### src/rtl/r2luv_pkg.sv
//------------------------------------------------------------------------------
// r2luv_pkg
// Shared widths, matrix constants and white-point chromaticity for the
// RGB to CIE L*u*v* converter.
//------------------------------------------------------------------------------
`default_nettype none

package r2luv_pkg;

	// Default number of fraction bits on the L*, u*, v* outputs
	localparam int FRAC_BITS_DEF = 8;

	// Port field widths
	localparam int CH_W = 8;
	localparam int L_OUT_W = 15;
	localparam int UV_OUT_W = 17;

	// sRGB/D65 matrix, entries scaled by 1e6
	localparam int M_XR = 412453;
	localparam int M_XG = 357580;
	localparam int M_XB = 180423;
	localparam int M_YR = 212671;
	localparam int M_YG = 715160;
	localparam int M_YB = 72169;
	localparam int M_ZR = 19334;
	localparam int M_ZG = 119193;
	localparam int M_ZB = 950227;

	// Internal XYZ and denominator widths
	localparam int X_W = 28;
	localparam int Y_W = 28;
	localparam int Z_W = 29;
	localparam int D_W = 33;

	// Divider: numerator width and quotient bits (one bit per stage)
	localparam int DIV_A_W = 32;
	localparam int DIV_LAT = 33;

	// Cube root: result bits (one bit per stage)
	localparam int CB_W = 21;
	localparam int CB_LAT = CB_W;

	// White point sums and chromaticity (u'n, v' n scaled by 2^32, rounded)
	localparam longint XN_SUM = 950456;
	localparam longint YN_SUM = 1000000;
	localparam longint ZN_SUM = 1088754;
	localparam longint DN_SUM = XN_SUM + 15 * YN_SUM + 3 * ZN_SUM;
	localparam logic [DIV_LAT-1:0] UNP =
		DIV_LAT'((((64'd4 * XN_SUM) << 32) + DN_SUM / 2) / DN_SUM);
	localparam logic [DIV_LAT-1:0] VNP =
		DIV_LAT'((((64'd9 * YN_SUM) << 32) + DN_SUM / 2) / DN_SUM);

	// Lightness branch limit and constants
	localparam int LIN_LIMIT = 2267136;
	localparam int LIN_MUL = 9033;
	localparam longint LIN_HALF = 1280000000;
	localparam int LIN_DEN = 78125;
	localparam int CUBE_MUL = 116;
	localparam int CUBE_SUB = 26214400;
	localparam int CUBE_HALF = 819200;
	localparam int CUBE_DEN = 25;

	typedef logic [D_W-1:0] dsum_t;
	typedef logic [DIV_LAT-1:0] chroma_t;
	typedef logic [CB_W-1:0] croot_t;

endpackage

`default_nettype wire

### src/rtl/r2luv_div.sv
//------------------------------------------------------------------------------
// r2luv_div
// Pipelined restoring divider: quo = round_half_up(num * 2^32 / den),
// one quotient bit per stage.
//------------------------------------------------------------------------------
`default_nettype none

module r2luv_div (
	input  wire logic                          clk,
	input  wire logic                          en,
	input  wire logic [r2luv_pkg::DIV_A_W-1:0] num,
	input  wire r2luv_pkg::dsum_t              den,
	output r2luv_pkg::chroma_t                 quo
);

	localparam int STEPS = r2luv_pkg::DIV_LAT;
	localparam int DW = r2luv_pkg::D_W;
	localparam int NW = r2luv_pkg::DIV_A_W + 32 + 1;

	logic [DW-1:0]    rem_s [STEPS-1];
	logic [STEPS-1:0] nb_s  [STEPS-1];
	logic [DW-1:0]    den_s [STEPS-1];
	logic [STEPS-1:0] q_s   [STEPS];
	logic [NW-1:0]    nfull;

	// Numerator with half the divisor added for rounding
	assign nfull = {1'b0, num, 32'b0} + NW'(den >> 1);

	for (genvar k = 0; k < STEPS; k++) begin : g_step
		logic [DW-1:0]    rin;
		logic [STEPS-1:0] nin;
		logic [STEPS-1:0] qin;
		logic [DW-1:0]    din;
		logic [DW:0]      trial;
		logic             ge;
		logic [DW-1:0]    rnext;

		if (k == 0) begin : g_first
			assign rin = DW'(nfull[NW-1:STEPS]);
			assign nin = nfull[STEPS-1:0];
			assign qin = '0;
			assign din = den;
		end else begin : g_next
			assign rin = rem_s[k-1];
			assign nin = nb_s[k-1];
			assign qin = q_s[k-1];
			assign din = den_s[k-1];
		end

		// Shift in the next numerator bit and try a subtract
		assign trial = {rin, nin[STEPS-1]};
		assign ge = trial >= {1'b0, din};
		assign rnext = ge ? DW'(trial - {1'b0, din}) : DW'(trial);

		always_ff @(posedge clk) begin
			if (en) begin
				q_s[k] <= {qin[STEPS-2:0], ge};
			end
		end

		if (k < STEPS - 1) begin : g_carry
			always_ff @(posedge clk) begin
				if (en) begin
					rem_s[k] <= rnext;
					nb_s[k] <= nin << 1;
					den_s[k] <= din;
				end
			end
		end
	end

	assign quo = q_s[STEPS-1];

endmodule

`default_nettype wire

### config.mk
export PLATFORM = sky130hd
export DESIGN_NAME = r2luv_div
export DESIGN_NICKNAME = d
export VERILOG_FILES = /design/src/rtl/r2luv_pkg.sv /design/src/rtl/r2luv_div.sv
export SDC_FILE = /design/constraint.sdc
export NUM_CORES = 2
export LEC_CHECK = 0
export BUFFER_PORTS_ARGS = -buffer_cell sky130_fd_sc_hd__buf_4
export CORE_ASPECT_RATIO = 0.6
export CORE_MARGIN = 2
export CORE_UTILIZATION = 50
export CTS_BUF_LIST = sky130_fd_sc_hd__clkbuf_4 sky130_fd_sc_hd__clkbuf_8 sky130_fd_sc_hd__clkbuf_16
export DETAILED_ROUTE_END_ITERATION = 10
export PLACE_DENSITY = 0.72
export SETUP_SLACK_MARGIN = 0.2
export SYNTH_ARGS = -nofsm -noshare
export SYNTH_HDL_FRONTEND = slang
export SYNTH_MEMORY_MAX_BITS = 65536
export SYNTH_SLANG_ARGS = --single-unit
### constraint.sdc
create_clock -name clk -period 5.5 [get_ports clk]
set_clock_uncertainty 0.2 [all_clocks]
set_input_delay 0.825 -clock clk [delete_from_list [all_inputs] [get_ports clk]]
set_output_delay 0.825 -clock clk [all_outputs]
set_load 0.05 [all_outputs]
==> flow_summary.ini <==
[detailed_routing]
vias = 102900
detail_route.wl_per_cell_um = 20.93
vias_per_cell = 5.851
ant_nets = 0
drcViolationCount = 0
drtPass1Iterations = 6
routed_wl_um = 368000
drt_iter0_drc = 12950

[worst_setup_path]
r2r_start = den_s[3][40]
crit_fanout = 34
r2r_cells = 14
worstSetupPathDepth = 14
start_kind = register
worstPathArrival_ps = 5390
cpMostUsedCell = inv_1
required_ps = 5920
crit_chain = inv_1, ha_1, inv_1, fa_1, a21oi_1, nor2_1, o31ai_1, and4b_1, o31ai_2, a311o_1, a31o_1, o211ai_2, a21oi_4, mux2_2
slowest_stage = a21oi_4
path_buf_inv = 2
cp_slowest_stage_delay_ps = 910
crit_family = compound AO/OA/AOI/OAI gates
r2r_slack_ps = 530
cp-end-kind = register
worstSetupPathType = register to register
rr_endpoint = rem_s[26][1]

[sta]
worst_pin_slew_ps = 1213
finalHoldViolCount = 0
relSlewSlack = 0.1916
fin_crit_ps = 4972
rsz0062_at_grt = no
timing.setup.tns_ps = 0
period_share = 0.9040
timing.fmax_mhz = 201.1
slew_viol_final = 0
setup_viol = 0

[cells_and_area]
fin_nets = 14570
fill_cells = 24910
post-route-util = 0.5547
multi_input_area_mm2 = 0.06344
drive_gt1_frac = 0.08471
final-seq-area_mm2 = 0.08027
area_growth_pct = 10.11

[global_routing]
grt_pass1_vias = 94370
gr-usage-all-layers = 0.2345
antenna_found_initial = 4
grt_overflow = 0
grt_pass1_wl_um = 565400
grt_max_degree = 172

[worst_hold_path]
min_to = rem_s[0][29]
hp-class = primary input to register
hp-start = num[29]
whs_path_depth = 3

[power]
fin_total_pwr_mw = 103.0
p_int_mw = 62.88
pwr-share-clk = 0.186
switching_share = 0.3895
leakagePower_nw = 68.17
power.share.combinational = 0.478
pwr-share-seq = 0.336
peakVddDrop_mv = 0.3603
p_per_area_mw_per_mm2 = 622.8
switchingPower_mw = 40.11

[die]
ios = 100
initial_core_util = 0.5038
die_height_um = 428.5
die_width_um = 711.5
fp.coreArea_mm2 = 0.2981
rows = 155
dieArea_mm2 = 0.3049

[clocking]
numCtsBuffers = 270
clkTransAtPathRegs_ps = 60
post-cts-setup-buffers = 0
cts_tree = yes
cts_sinks = 2673
clock-root-buffer = clkbuf_16
cts_buffer_depth = 4
cts_max_level = 5
clkLatencyLatePin_ps = 910

[synth]
synth-seq-cells = 2673
yosysTopAreaCell = edfxtp_1
yosysWarnings = 0
synth_edf_count = 2673
synth.net_count = 14370
syn-cell-area_mm2 = 0.1502
yosysMostFrequentCell = edfxtp_1
ys_types = 103
synthTopCellsByCount = edfxtp_1, inv_1, a21oi_1
async_reset_ff_frac = 0
syn_inst = 13180
synth_flop_cell = edfxtp_1
syn_area_per_cell_um2 = 11.40
synth_top_area_frac = 0.5345
ys_seq_area_frac = 0.5345
synthTopCellsByArea = edfxtp_1, ha_1, a21oi_1

[job]
drv_cap = 0

[placement]
hpwl_um = 276100
port_buffers = 99
place_congestion = 0.9720

[outcome]
status = finished clean
[flip-flops by register name, summed over array words and instances (netlist names)]
register,count
q_s,561
rem_s,1056
den_s,1056
[worst register-to-register path, stage by stage, from the launching register on]
cell,delay (ps)
edfxtp_1,360
inv_1,130
ha_1,240
inv_1,80
fa_1,210
a21oi_1,130
nor2_1,220
o31ai_1,160
and4b_1,270
o31ai_2,540
a311o_1,390
a31o_1,260
o211ai_2,130
a21oi_4,910
mux2_2,460
[layer usage]
metal	track usage	up-vias	wire length, µm
met5	0	-	20
met4	0.03637	2	5078
met3	0.07096	370	41880
met2	0.2932	4153	135700
met1	0.3923	49460	185300
li1	-	48910	-
[power groups by stage]
stage | clock [mW] | combinational [mW] | sequential (mW)
6_report | 19.1 | 49.2 | 34.6
5_1_grt | 20.4 | 54.1 | 35.0
4_1_cts | 19.6 | 48.1 | 34.5
3_5_place_dp | 0 | 47.6 | 34.8
3_3_place_gp | 0 | 46.8 | 34.9
2_1_floorplan | 0 | 37.0 | 32.6
[what timing repair did]
action,CTS,global route
endpoints found under the hold margin,49,0
hold buffers,49,0
resized for setup,0,0
endpoints found under the setup margin,0,0
[how the worst max path moves through the flow]
stage,from,to,slack [ps]
2_1_floorplan,den[1],rem_s[0][12],1600
3_3_place_gp,den[1],rem_s[0][12],710
3_5_place_dp,den[1],rem_s[0][12],650
4_1_cts,den_s[3][200],rem_s[31][10],660
5_1_grt,den_s[3][40],rem_s[26][1],300
6_report,den_s[3][40],rem_s[26][1],530
[metrics by stage]
stage	hold slack, ps	setup slack (ps)	cells	instance area, µm²
final	90.02	528.2	17580	165400
after detailed placement	204.5	649.3	17070	155900
after global routing	27.52	301.2	17580	165300
after CTS	2.838	656.3	17580	165300
after global placement	200.2	714.7	17070	155900
after floorplan	200.3	1601	13180	150200
[cell usage in the layout (no fill, tap or decap), types with 145 or more instances in the layout]
master | synthesis | routed
nand3_1 | 229 | 229
a21o_1 | 634 | 634
o21ai_0 | 726 | 726
ha_1 | 1088 | 1088
buf_4 | 4 | 155
inv_1 | 1402 | 1402
o21bai_1 | 168 | 168
xnor2_1 | 538 | 538
clkbuf_16 | 0 | 280
edfxtp_1 | 2673 | 2673
xor2_1 | 348 | 348
a21oi_1 | 1204 | 1204
nand2_1 | 724 | 723
mux2_2 | 359 | 359
nor2_1 | 782 | 782
nor3_1 | 145 | 145
nand4_1 | 146 | 146
[cell type report]
class                      count  share of cell area
multi-input combinational   8795              0.3837
inverter                    1403             0.03185
clock buffer                 328             0.04455
sequential                  2673              0.4854
clock inverter               137            0.009738
timing repair buffer         240             0.01441
antenna                        5          0.00007567
tap                         4003             0.03029
[logic make-up after synthesis]
family	after synthesis	synth area share
XOR/XNOR	886	0.05167
flip-flops	2673	0.5345
AO/OA/AOI/OAI	3645	0.1537
buffers and inverters	1710	0.04423
adder cells (fa/ha/maj)	1120	0.09491
multiplexers	462	0.03572
AND/OR/NAND/NOR	2682	0.08529
Note: power is estimated with default switching activity, not from simulation.
